File: config.mk
export PLATFORM = sky130hd
export DESIGN_NAME = fen_position_parser
export DESIGN_NICKNAME = d
export VERILOG_FILES = /design/src/fpp_pkg.sv /design/src/fpp_classify.sv /design/src/fpp_queue.sv /design/src/fpp_parser.sv /design/src/fen_position_parser.sv
export SDC_FILE = /design/constraint.sdc
export NUM_CORES = 1
export LEC_CHECK = 0
export ABC_AREA = 1
export ABC_CLOCK_PERIOD_IN_PS = 4400
export BUFFER_PORTS_ARGS = -buffer_cell sky130_fd_sc_hd__buf_2
export CELL_PAD_IN_SITES_DETAIL_PLACEMENT = 1
export CELL_PAD_IN_SITES_GLOBAL_PLACEMENT = 1
export CORE_MARGIN = 2
export CORE_UTILIZATION = 47
export DETAILED_ROUTE_END_ITERATION = 8
export PLACE_DENSITY = 0.89
export SLEW_MARGIN = 20
export SYNTH_ARGS = -nofsm -noshare
export SYNTH_HDL_FRONTEND = slang
export SYNTH_SLANG_ARGS = --single-unit
File: constraint.sdc
create_clock -name aclk -period 4.4 [get_ports aclk]
set_clock_uncertainty 0.15 [all_clocks]
set_input_delay 0.88 -clock aclk [delete_from_list [all_inputs] [get_ports aclk]]
set_output_delay 0.88 -clock aclk [all_outputs]
set_load 0.02 [all_outputs]
File: src/fpp_pkg.sv
`default_nettype none
package fpp_pkg;

    localparam int QUEUE_DEPTH = 4;
    localparam int QUEUE_PTR_BITS = 2;
    localparam int QUEUE_CNT_BITS = 3;

    localparam logic [3:0] PIECE_PAWN   = 4'd0;
    localparam logic [3:0] PIECE_KNIGHT = 4'd1;
    localparam logic [3:0] PIECE_BISHOP = 4'd2;
    localparam logic [3:0] PIECE_ROOK   = 4'd3;
    localparam logic [3:0] PIECE_QUEEN  = 4'd4;
    localparam logic [3:0] PIECE_KING   = 4'd5;
    localparam logic [3:0] BLACK_OFFSET = 4'd6;

    localparam logic KIND_PLACE  = 1'b0;
    localparam logic KIND_RECORD = 1'b1;

    localparam logic CMD_CHAR = 1'b0;
    localparam logic CMD_END  = 1'b1;

    typedef struct packed {
        logic       eot;
        logic       space;
        logic       digit;
        logic [3:0] digit_val;
        logic       slash;
        logic       piece;
        logic [3:0] piece_code;
        logic [3:0] castle;
        logic       dash;
        logic       white;
        logic       black;
        logic       ep_file_ok;
        logic [2:0] ep_file;
        logic       ep_rank_ok;
        logic [2:0] ep_rank;
    } fpp_item_t;

    typedef struct packed {
        logic        kind;
        logic [5:0]  square;
        logic [3:0]  piece;
        logic        side;
        logic [3:0]  rights;
        logic        ep_valid;
        logic [5:0]  ep_square;
        logic [15:0] fifty_ply;
        logic [15:0] history_ply;
        logic        error;
    } fpp_result_t;

endpackage
`default_nettype wire

File: src/fpp_classify.sv
`default_nettype none
module fpp_classify
    import fpp_pkg::*;
(
    input  wire logic       command,
    input  wire logic [7:0] ch,
    output fpp_item_t       item
);

    localparam logic [7:0] CH_SPACE = " ";
    localparam logic [7:0] CH_SLASH = "/";
    localparam logic [7:0] CH_DASH  = "-";
    localparam logic [7:0] CH_ZERO  = "0";
    localparam logic [7:0] CH_ONE   = "1";
    localparam logic [7:0] CH_NINE  = "9";
    localparam logic [7:0] CH_EIGHT = "8";
    localparam logic [7:0] CH_UP_A  = "A";
    localparam logic [7:0] CH_UP_Z  = "Z";
    localparam logic [7:0] CH_LO_A  = "a";
    localparam logic [7:0] CH_LO_H  = "h";
    localparam logic [7:0] CH_LO_Z  = "z";
    localparam logic [7:0] CH_UP_K  = "K";
    localparam logic [7:0] CH_UP_Q  = "Q";
    localparam logic [7:0] CH_LO_K  = "k";
    localparam logic [7:0] CH_LO_Q  = "q";
    localparam logic [7:0] CH_LO_W  = "w";
    localparam logic [7:0] CH_LO_B  = "b";
    localparam logic [7:0] CASE_GAP = 8'd32;

    logic       upper;
    logic       lower;
    logic [7:0] up_ch;
    logic [7:0] digit_off;
    logic [7:0] file_off;
    logic [7:0] rank_off;
    logic       type_ok;
    logic [3:0] type_code;

    assign upper     = (ch >= CH_UP_A) && (ch <= CH_UP_Z);
    assign lower     = (ch >= CH_LO_A) && (ch <= CH_LO_Z);
    assign up_ch     = lower ? ch - CASE_GAP : ch;
    assign digit_off = ch - CH_ZERO;
    assign file_off  = ch - CH_LO_A;
    assign rank_off  = ch - CH_ONE;

    always_comb begin
        type_ok   = 1'b1;
        type_code = PIECE_PAWN;
        unique case (up_ch)
            "P":     type_code = PIECE_PAWN;
            "N":     type_code = PIECE_KNIGHT;
            "B":     type_code = PIECE_BISHOP;
            "R":     type_code = PIECE_ROOK;
            "Q":     type_code = PIECE_QUEEN;
            "K":     type_code = PIECE_KING;
            default: type_ok = 1'b0;
        endcase
    end

    always_comb begin
        item            = '0;
        item.eot        = (command == CMD_END);
        item.space      = (ch == CH_SPACE);
        item.digit      = (ch >= CH_ZERO) && (ch <= CH_NINE);
        item.digit_val  = digit_off[3:0];
        item.slash      = (ch == CH_SLASH);
        item.piece      = (upper || lower) && type_ok;
        item.piece_code = upper ? type_code : type_code + BLACK_OFFSET;
        item.castle     = {ch == CH_LO_Q, ch == CH_LO_K, ch == CH_UP_Q, ch == CH_UP_K};
        item.dash       = (ch == CH_DASH);
        item.white      = (ch == CH_LO_W);
        item.black      = (ch == CH_LO_B);
        item.ep_file_ok = (ch >= CH_LO_A) && (ch <= CH_LO_H);
        item.ep_file    = file_off[2:0];
        item.ep_rank_ok = (ch >= CH_ONE) && (ch <= CH_EIGHT);
        item.ep_rank    = rank_off[2:0];
    end

endmodule
`default_nettype wire

File: src/fpp_queue.sv
`default_nettype none
module fpp_queue
    import fpp_pkg::*;
(
    input  wire logic aclk,
    input  wire logic aresetn,
    input  wire logic push_valid,
    output logic      push_ready,
    input  wire fpp_item_t push_item,
    output logic      pop_valid,
    input  wire logic pop_ready,
    output fpp_item_t pop_item
);

    fpp_item_t                 slot_reg [QUEUE_DEPTH];
    logic [QUEUE_PTR_BITS-1:0] wr_ptr_reg, wr_ptr_next;
    logic [QUEUE_PTR_BITS-1:0] rd_ptr_reg, rd_ptr_next;
    logic [QUEUE_CNT_BITS-1:0] count_reg, count_next;
    logic                      push;
    logic                      pop;

    assign push_ready = (count_reg != QUEUE_CNT_BITS'(QUEUE_DEPTH));
    assign pop_valid  = (count_reg != '0);
    assign pop_item   = slot_reg[rd_ptr_reg];
    assign push       = push_valid && push_ready;
    assign pop        = pop_valid && pop_ready;

    always_comb begin
        wr_ptr_next = push ? wr_ptr_reg + 1'b1 : wr_ptr_reg;
        rd_ptr_next = pop ? rd_ptr_reg + 1'b1 : rd_ptr_reg;
        count_next  = count_reg;
        if (push && !pop) begin
            count_next = count_reg + 1'b1;
        end else if (pop && !push) begin
            count_next = count_reg - 1'b1;
        end
    end

    always_ff @(posedge aclk) begin
        if (!aresetn) begin
            wr_ptr_reg <= '0;
            rd_ptr_reg <= '0;
            count_reg  <= '0;
        end else begin
            wr_ptr_reg <= wr_ptr_next;
            rd_ptr_reg <= rd_ptr_next;
            count_reg  <= count_next;
        end
    end

    always_ff @(posedge aclk) begin
        if (push) begin
            slot_reg[wr_ptr_reg] <= push_item;
        end
    end

`ifndef SYNTHESIS
    a_count_bound: assert property (@(posedge aclk) disable iff (!aresetn)
        count_reg <= QUEUE_CNT_BITS'(QUEUE_DEPTH))
        else $error("queue count beyond depth");

    a_ptr_gap: assert property (@(posedge aclk) disable iff (!aresetn)
        (push && !pop) |=> (count_reg == $past(count_reg) + 1'b1)
            && (wr_ptr_reg == $past(wr_ptr_reg) + 1'b1))
        else $error("queue push lost");
`endif

endmodule
`default_nettype wire

File: src/fpp_parser.sv
`default_nettype none
module fpp_parser
    import fpp_pkg::*;
#(
    parameter int PLY_COUNT_BITS = 16
) (
    input  wire logic aclk,
    input  wire logic aresetn,
    input  wire logic in_valid,
    output logic      in_ready,
    input  wire fpp_item_t in_item,
    output logic      out_valid,
    input  wire logic out_ready,
    output fpp_result_t out_result
);

    localparam int SUM_BITS  = PLY_COUNT_BITS + 4;
    localparam int WIDE_BITS = PLY_COUNT_BITS + 16;

    typedef enum logic [2:0] {
        PH_LEAD   = 3'd0,
        PH_BOARD  = 3'd1,
        PH_SIDE   = 3'd2,
        PH_CASTLE = 3'd3,
        PH_EP     = 3'd4,
        PH_FIFTY  = 3'd5,
        PH_HIST   = 3'd6,
        PH_DONE   = 3'd7
    } phase_t;

    localparam logic [3:0] FILE_OFF = 4'd8;
    localparam logic [3:0] RANK_TOP = 4'd7;
    localparam logic [3:0] RANK_OFF = 4'd15;
    localparam logic [1:0] TOK_START = 2'd0;
    localparam logic [1:0] TOK_MID   = 2'd1;
    localparam logic [1:0] TOK_SKIP  = 2'd2;

    phase_t                    phase_reg, phase_next, eff_phase;
    logic [3:0]                file_reg, file_next;
    logic [3:0]                rank_reg, rank_next;
    logic                      in_token_reg, in_token_next;
    logic [1:0]                tok_reg, tok_next, tok_cur;
    logic                      side_reg, side_next;
    logic [3:0]                rights_reg, rights_next;
    logic                      ep_flag_reg, ep_flag_next;
    logic [2:0]                ep_file_reg, ep_file_next;
    logic [5:0]                ep_index_reg, ep_index_next;
    logic [PLY_COUNT_BITS-1:0] fifty_reg, fifty_next;
    logic [PLY_COUNT_BITS-1:0] hist_reg, hist_next;
    logic                      err_reg, err_next;
    logic                      out_valid_reg, out_valid_next;
    fpp_result_t               res_reg, res_next;

    logic                      pop;
    logic                      emit;
    logic                      do_tok;
    logic                      trunc;
    logic [4:0]                file_sum;
    logic [PLY_COUNT_BITS-1:0] count_cur;
    logic [SUM_BITS-1:0]       count_wide;
    logic [SUM_BITS-1:0]       count_sum;
    logic [PLY_COUNT_BITS-1:0] count_sat;
    logic [WIDE_BITS-1:0]      fifty_wide;
    logic [WIDE_BITS-1:0]      hist_wide;

    assign in_ready  = !out_valid_reg || out_ready;
    assign pop       = in_valid && in_ready;
    assign out_valid = out_valid_reg;
    assign out_result = res_reg;

    assign file_sum   = {1'b0, file_reg} + {1'b0, in_item.digit_val};
    assign count_cur  = (phase_reg == PH_FIFTY) ? fifty_reg : hist_reg;
    assign count_wide = {4'b0, count_cur};
    assign count_sum  = (count_wide << 3) + (count_wide << 1)
                        + {{(SUM_BITS-4){1'b0}}, in_item.digit_val};
    assign count_sat  = (|count_sum[SUM_BITS-1:PLY_COUNT_BITS]) ? '1
                        : count_sum[PLY_COUNT_BITS-1:0];
    assign fifty_wide = {16'b0, fifty_reg};
    assign hist_wide  = {16'b0, hist_reg};
    assign trunc      = (phase_reg < PH_EP)
                        || (phase_reg == PH_EP && (!in_token_reg || tok_reg == TOK_MID));
    assign eff_phase  = (phase_reg == PH_LEAD && !in_item.space) ? PH_BOARD : phase_reg;

    always_comb begin
        phase_next    = phase_reg;
        file_next     = file_reg;
        rank_next     = rank_reg;
        in_token_next = in_token_reg;
        tok_next      = tok_reg;
        side_next     = side_reg;
        rights_next   = rights_reg;
        ep_flag_next  = ep_flag_reg;
        ep_file_next  = ep_file_reg;
        ep_index_next = ep_index_reg;
        fifty_next    = fifty_reg;
        hist_next     = hist_reg;
        err_next      = err_reg;
        emit          = 1'b0;
        do_tok        = 1'b0;
        tok_cur       = tok_reg;
        res_next      = '0;

        if (in_item.eot) begin
            emit                 = 1'b1;
            res_next.kind        = KIND_RECORD;
            res_next.side        = side_reg;
            res_next.rights      = rights_reg;
            res_next.ep_valid    = ep_flag_reg;
            res_next.ep_square   = ep_flag_reg ? ep_index_reg : 6'd0;
            res_next.fifty_ply   = fifty_wide[15:0];
            res_next.history_ply = hist_wide[15:0];
            res_next.error       = err_reg || trunc;
            phase_next    = PH_LEAD;
            file_next     = '0;
            rank_next     = RANK_TOP;
            in_token_next = 1'b0;
            tok_next      = TOK_START;
            side_next     = 1'b0;
            rights_next   = '0;
            ep_flag_next  = 1'b0;
            ep_file_next  = '0;
            ep_index_next = '0;
            fifty_next    = '0;
            hist_next     = '0;
            err_next      = 1'b0;
        end else if (phase_reg == PH_LEAD && in_item.space) begin
            phase_next = PH_LEAD;
        end else if (eff_phase == PH_BOARD) begin
            phase_next = PH_BOARD;
            if (in_item.space) begin
                phase_next    = PH_SIDE;
                in_token_next = 1'b0;
                tok_next      = TOK_START;
            end else if (in_item.digit) begin
                file_next = (file_sum > {1'b0, FILE_OFF}) ? FILE_OFF : file_sum[3:0];
            end else if (in_item.slash) begin
                file_next = '0;
                rank_next = (rank_reg == '0 || rank_reg > RANK_TOP) ? RANK_OFF
                            : rank_reg - 1'b1;
            end else if (!in_item.piece) begin
                err_next = 1'b1;
            end else if (file_reg > RANK_TOP || rank_reg > RANK_TOP) begin
                err_next = 1'b1;
                if (file_reg < FILE_OFF) begin
                    file_next = file_reg + 1'b1;
                end
            end else begin
                emit            = 1'b1;
                res_next.kind   = KIND_PLACE;
                res_next.square = {rank_reg[2:0], file_reg[2:0]};
                res_next.piece  = in_item.piece_code;
                file_next       = file_reg + 1'b1;
            end
        end else if (phase_reg == PH_DONE) begin
            phase_next = PH_DONE;
        end else if (!in_token_reg) begin
            if (!in_item.space) begin
                in_token_next = 1'b1;
                tok_next      = TOK_START;
                tok_cur       = TOK_START;
                do_tok        = 1'b1;
            end
        end else if (in_item.space) begin
            if (phase_reg == PH_EP && tok_reg == TOK_MID) begin
                err_next = 1'b1;
            end
            phase_next    = phase_t'(phase_reg + 3'd1);
            in_token_next = 1'b0;
            tok_next      = TOK_START;
        end else begin
            do_tok = 1'b1;
        end

        if (do_tok) begin
            unique case (phase_reg)
                PH_SIDE: begin
                    if (tok_cur == TOK_START) begin
                        if (in_item.white) begin
                            side_next = 1'b0;
                        end else if (in_item.black) begin
                            side_next = 1'b1;
                        end else begin
                            err_next = 1'b1;
                        end
                        tok_next = TOK_MID;
                    end
                end
                PH_CASTLE: begin
                    if (tok_cur == TOK_SKIP) begin
                        tok_next = TOK_SKIP;
                    end else if (tok_cur == TOK_START && in_item.dash) begin
                        tok_next = TOK_SKIP;
                    end else begin
                        tok_next    = TOK_MID;
                        rights_next = rights_reg | in_item.castle;
                        if (in_item.castle == '0) begin
                            err_next = 1'b1;
                        end
                    end
                end
                PH_EP: begin
                    if (tok_cur == TOK_START) begin
                        if (in_item.dash) begin
                            tok_next = TOK_SKIP;
                        end else if (in_item.ep_file_ok) begin
                            ep_file_next = in_item.ep_file;
                            tok_next     = TOK_MID;
                        end else begin
                            err_next = 1'b1;
                            tok_next = TOK_SKIP;
                        end
                    end else if (tok_cur == TOK_MID) begin
                        if (in_item.ep_rank_ok) begin
                            ep_flag_next  = 1'b1;
                            ep_index_next = {in_item.ep_rank, ep_file_reg};
                        end else begin
                            err_next = 1'b1;
                        end
                        tok_next = TOK_SKIP;
                    end
                end
                PH_FIFTY, PH_HIST: begin
                    if (tok_cur == TOK_START) begin
                        if (!in_item.digit) begin
                            tok_next = TOK_SKIP;
                        end else if (phase_reg == PH_FIFTY) begin
                            fifty_next = count_sat;
                        end else begin
                            hist_next = count_sat;
                        end
                    end
                end
                default: begin
                    tok_next = tok_reg;
                end
            endcase
        end
    end

    always_comb begin
        out_valid_next = out_valid_reg;
        if (pop && emit) begin
            out_valid_next = 1'b1;
        end else if (out_ready) begin
            out_valid_next = 1'b0;
        end
    end

    always_ff @(posedge aclk) begin
        if (!aresetn) begin
            phase_reg     <= PH_LEAD;
            file_reg      <= '0;
            rank_reg      <= RANK_TOP;
            in_token_reg  <= 1'b0;
            tok_reg       <= TOK_START;
            side_reg      <= 1'b0;
            rights_reg    <= '0;
            ep_flag_reg   <= 1'b0;
            ep_file_reg   <= '0;
            ep_index_reg  <= '0;
            fifty_reg     <= '0;
            hist_reg      <= '0;
            err_reg       <= 1'b0;
            out_valid_reg <= 1'b0;
        end else begin
            out_valid_reg <= out_valid_next;
            if (pop) begin
                phase_reg    <= phase_next;
                file_reg     <= file_next;
                rank_reg     <= rank_next;
                in_token_reg <= in_token_next;
                tok_reg      <= tok_next;
                side_reg     <= side_next;
                rights_reg   <= rights_next;
                ep_flag_reg  <= ep_flag_next;
                ep_file_reg  <= ep_file_next;
                ep_index_reg <= ep_index_next;
                fifty_reg    <= fifty_next;
                hist_reg     <= hist_next;
                err_reg      <= err_next;
            end
        end
    end

    always_ff @(posedge aclk) begin
        if (pop && emit) begin
            res_reg <= res_next;
        end
    end

`ifndef SYNTHESIS
    a_file_range: assert property (@(posedge aclk) disable iff (!aresetn)
        file_reg <= FILE_OFF)
        else $error("file position beyond off-board mark");

    a_rank_range: assert property (@(posedge aclk) disable iff (!aresetn)
        rank_reg <= RANK_TOP || rank_reg == RANK_OFF)
        else $error("rank position corrupt");

    a_eot_clears: assert property (@(posedge aclk) disable iff (!aresetn)
        (pop && in_item.eot) |=> (phase_reg == PH_LEAD && out_valid_reg
            && res_reg.kind == KIND_RECORD && err_reg == 1'b0))
        else $error("end of text did not emit record and clear");
`endif

endmodule
`default_nettype wire

File: src/fen_position_parser.sv
`default_nettype none
// Accepted characters are classified and queued; results are registered at the output.
// Throughput: one item per cycle while the queue is not full; the parser back end
// retires one queued item per cycle while the output register is free or being taken.
// A four-entry queue lets the input keep flowing while the output stalls.
// Reset: synchronous active-low aresetn clears queue, parser state and valid.
module fen_position_parser
    import fpp_pkg::*;
#(
    parameter int PLY_COUNT_BITS = 16
) (
    input  wire logic        aclk,
    input  wire logic        aresetn,
    input  wire logic        s_tvalid,
    output logic             s_tready,
    input  wire logic [7:0]  s_tdata,  // ch
    input  wire logic [0:0]  s_tuser,  // command
    output logic             m_tvalid,
    input  wire logic        m_tready,
    output logic [55:0]      m_tdata,  // square, piece, side, rights, ep_valid,
                                       // ep_square, fifty_ply, history_ply, error
    output logic [0:0]       m_tuser   // kind
);

    fpp_item_t   cls_item;
    fpp_item_t   q_item;
    logic        q_valid;
    logic        q_ready;
    fpp_result_t result;

    fpp_classify u_classify (
        .command (s_tuser[0]),
        .ch      (s_tdata),
        .item    (cls_item)
    );

    fpp_queue u_queue (
        .aclk       (aclk),
        .aresetn    (aresetn),
        .push_valid (s_tvalid),
        .push_ready (s_tready),
        .push_item  (cls_item),
        .pop_valid  (q_valid),
        .pop_ready  (q_ready),
        .pop_item   (q_item)
    );

    fpp_parser #(
        .PLY_COUNT_BITS (PLY_COUNT_BITS)
    ) u_parser (
        .aclk       (aclk),
        .aresetn    (aresetn),
        .in_valid   (q_valid),
        .in_ready   (q_ready),
        .in_item    (q_item),
        .out_valid  (m_tvalid),
        .out_ready  (m_tready),
        .out_result (result)
    );

    assign m_tuser = result.kind;
    assign m_tdata = {1'b0, result.error, result.history_ply, result.fifty_ply,
                      result.ep_square, result.ep_valid, result.rights, result.side,
                      result.piece, result.square};

endmodule
`default_nettype wire
==> metrics.csv <==
stage,metric,value,unit
die,die_h,167,um
power,irDropWorstVdd,382,uV
yosys,ys_top_cells_by_area,"edfxtp_1 (38%), dfxtp_1 (12%), nand2_1 (11%), nor2_1 (6.4%), ha_1 (5.6%)",
worst_setup_path,r2r_cells,24,
worst_setup_path,startpoint_type,flip-flop,
power,pwr-share-seq,31.7,%
routing,ant_nets,0,
routing,vias,10927,
final_layout,diodes,0,
yosys,yosysUniqueCellTypes,57,
yosys,ys_ff_latch,228,
routing,wirelength,37800,um
worst_setup_path,critPathCaptureType,flip-flop,
yosys,synth_nets,1595,
yosys,avgSynthCellArea,8.19,um2
yosys,synth_top_cell_by_area,edfxtp_1,
global_route,grt.overflow.total,0,
clocking,cts.clk_slew.worst_paths,0.06,ns
power,p_comb_share,46.7,%
yosys,yosysTopAreaCellShare,37.6,%
placed_design,port_buffers,70,
die,start_util,47.8,%
clocking,hold_buffers,0,
yosys,netlist_area,12500,um2
routing,via_per_inst,5.64,
final_layout,nets,1657,
routing,dr.first_iter.drc_count,799,
worst_setup_path,critPathKind,reg2reg,
global_route,grt_pass1_vias,11479,
yosys,synth_cells,1522,
sta,rsz0062_at_grt,no,
final_layout,layout_common_cells,"nand2_1 (355), nor2_1 (207), inv_1 (180)",
die,core_area,26100,um2
yosys,yosys_warnings,0,
global_route,grt_usage,26.8,%
routing,wl_per_cell,19.5,um
placed_design,hpwlAfterDp,26600,um
die,dieArea,27800,um2
sta,tns,0,ns
sta,post-route-min-period,4.13,ns
worst_setup_path,cp.arrival,4.37,ns
die,row_count,59,
min_path,min_to,u_parser.fifty_reg[3],
die,ioPinCount,72,
sta,slew_headroom,39.5,%
worst_setup_path,crit_required,4.64,ns
placed_design,gp_congestion,0.913,
final_layout,layout_commonest_cell,nand2_1,
min_path,hold_class,reg2reg,
clocking,clkLatencyLatePin,0.55,ns
worst_setup_path,r2r_slack,0.27,ns
global_route,antenna_found_initial,0,
power,clkPwrFrac,21.6,%
sta,hold_viol_final,0,
power,switchingPower,4.55,mW
power,swShare,44.9,%
sta,drv_slew,0,
power,leakagePower,5.84,nW
yosys,ys.flop_type,edfxtp_1,
clocking,cts.sinks,228,
min_path,worstHoldStart,u_parser.fifty_reg[3],
clocking,root_buffer,clkbuf_16,
yosys,async_flop_share,0,%
sta,post-route-period-util,93.8,%
yosys,synth_edf_count,156,
clocking,cts_buffers,26,
final_layout,area_growth,12.9,%
power,powerDensity,720,nW/um2
final_layout,largest_register_ffs,100,
power,intPower,5.58,mW
sta,fmax,242,MHz
worst_setup_path,r2r-start,u_parser.phase_reg[1],
min_path,min_path_cells,2,
global_route,grt_pass1_wl,60300,um
run_status,status,completed,
clocking,cts_max_level,1,
yosys,ys_seq_area_share,49.1,%
sta,tightest_slew,0.905,ns
final_layout,drive_gt1_share,10.8,%
sta,setup_viol,0,
global_route,grt_max_degree,62,
worst_setup_path,crit_path_max_fanout,26,
routing,firstDrtPassIters,5,
placed_design,dp_slack,0.0936,ns
clocking,cts_tree,done,
sta,fin_ws,0.273,ns
final_layout,nFillCells,3157,
routing,drc_errors,0,
worst_setup_path,r2r_end,u_parser.hist_reg[2],
die,die_width,167,um
clocking,clk_path_buf_depth,3,
flow_run,drv_cap,0,
worst_setup_path,crit_start,u_parser.phase_reg[1],
-- final cells by class --
cell class	instances	area [um2]	share of cell area, %
Timing Repair Buffer	92	557	3.96
Tap cell	335	419	2.98
Sequential cell	228	6130	43.5
Inverter	197	746	5.30
Clock buffer	35	704	5.01
Clock inverter	13	154	1.09
Multi-Input combinational cell	1039	5360	38.1
-- critical path, stage by stage (launching register included) --
cell and delay, ns:
dfxtp_1 0.36, inv_1 0.10, ha_1 0.25, nand2_2 0.18, buf_6 0.24, o21ai_0 0.17
ha_1 0.33, ha_1 0.21, inv_1 0.07, fa_1 0.40, inv_1 0.07, nand3_1 0.06
nand2_1 0.14, nand2_1 0.06, nand2_1 0.15, nand2_1 0.10, nand3_1 0.08, nand2_1 0.10
nor2_4 0.14, buf_12 0.15, nand3_1 0.12, nand2_1 0.12, nand2_1 0.08, nand2_1 0.07
a21oi_1 0.08
-- power groups by stage --
stage / combinational (mW) / clock (mW) / sequential, mW
after floorplan: 2.80 / 0 / 3.57
after global placement: 4.38 / 0 / 3.21
after detailed placement: 4.63 / 0 / 3.25
after CTS: 4.72 / 2.21 / 3.22
after global routing: 5.18 / 2.28 / 3.26
final: 4.73 / 2.18 / 3.21
-- metal layers --
layer	routed length, um	GRT usage (%)	up-vias
li1	-	-	5146
met3	1500	2.99	115
met5	0	0	-
met1	15200	32.1	5361
met2	19000	47.1	305
met4	2130	15.1	0
-- cell usage after synthesis, types with 8 or more instances --
library cell	instances
nor2_1	211
inv_2	9
nand2_1	358
nand3_1	70
a21oi_1	123
nand4_1	9
o22ai_1	8
buf_1	9
nor3_1	14
ha_1	56
buf_2	13
o211ai_1	9
dfxtp_1	72
o21ai_0	85
xnor2_1	10
inv_1	180
a31oi_1	12
clkbuf_1	29
edfxtp_1	156
-- stage by stage --
stage | cell area (um2) | hold WS, ns | power (mW) | std cells | util, %
final | 14100 | 0.322 | 10.1 | 1939 | 54.0
after global routing | 14100 | 0.338 | 10.7 | 1939 | 54.0
after CTS | 14100 | 0.321 | 10.1 | 1939 | 54.0
after detailed placement | 13200 | 0.308 | 7.88 | 1889 | 50.5
after global placement | 13200 | 0.302 | 7.59 | 1889 | 50.5
after floorplan | 12500 | 0.294 | 6.37 | 1522 | -
-- logic make-up after synthesis --
logic type                 after synthesis  share of synthesized area [%]
adders and majority gates               60                           6.26
xor gates and xnor gates                16                           1.12
AOI/OAI and AO/OA                      264                           11.7
other                                    1                         0.0301
and+or+nand+nor                        698                           23.6
buffers and inverters                  255                           8.16
DFF                                    228                           49.1
-- worst max-delay path by stage --
stage	depth (start not counted)	endpoint
final	24	u_parser.hist_reg[2]
after global routing	24	u_parser.hist_reg[2]
after CTS	24	u_parser.hist_reg[2]
after detailed placement	20	u_parser.hist_reg[4]
after global placement	20	u_parser.hist_reg[0]
after floorplan	25	u_parser.fifty_reg[15]
-- timing repair --
item / CTS / global route
gates resized for setup: 1 / 7
pin swaps: 1 / 0
endpoints found under the hold margin: 0 / 0
setup buffers: 2 / 0
endpoints found under the setup margin: 1 / 26
gates cloned: 0 / 0
No activity file was read; power rests on OpenSTA's default activity.
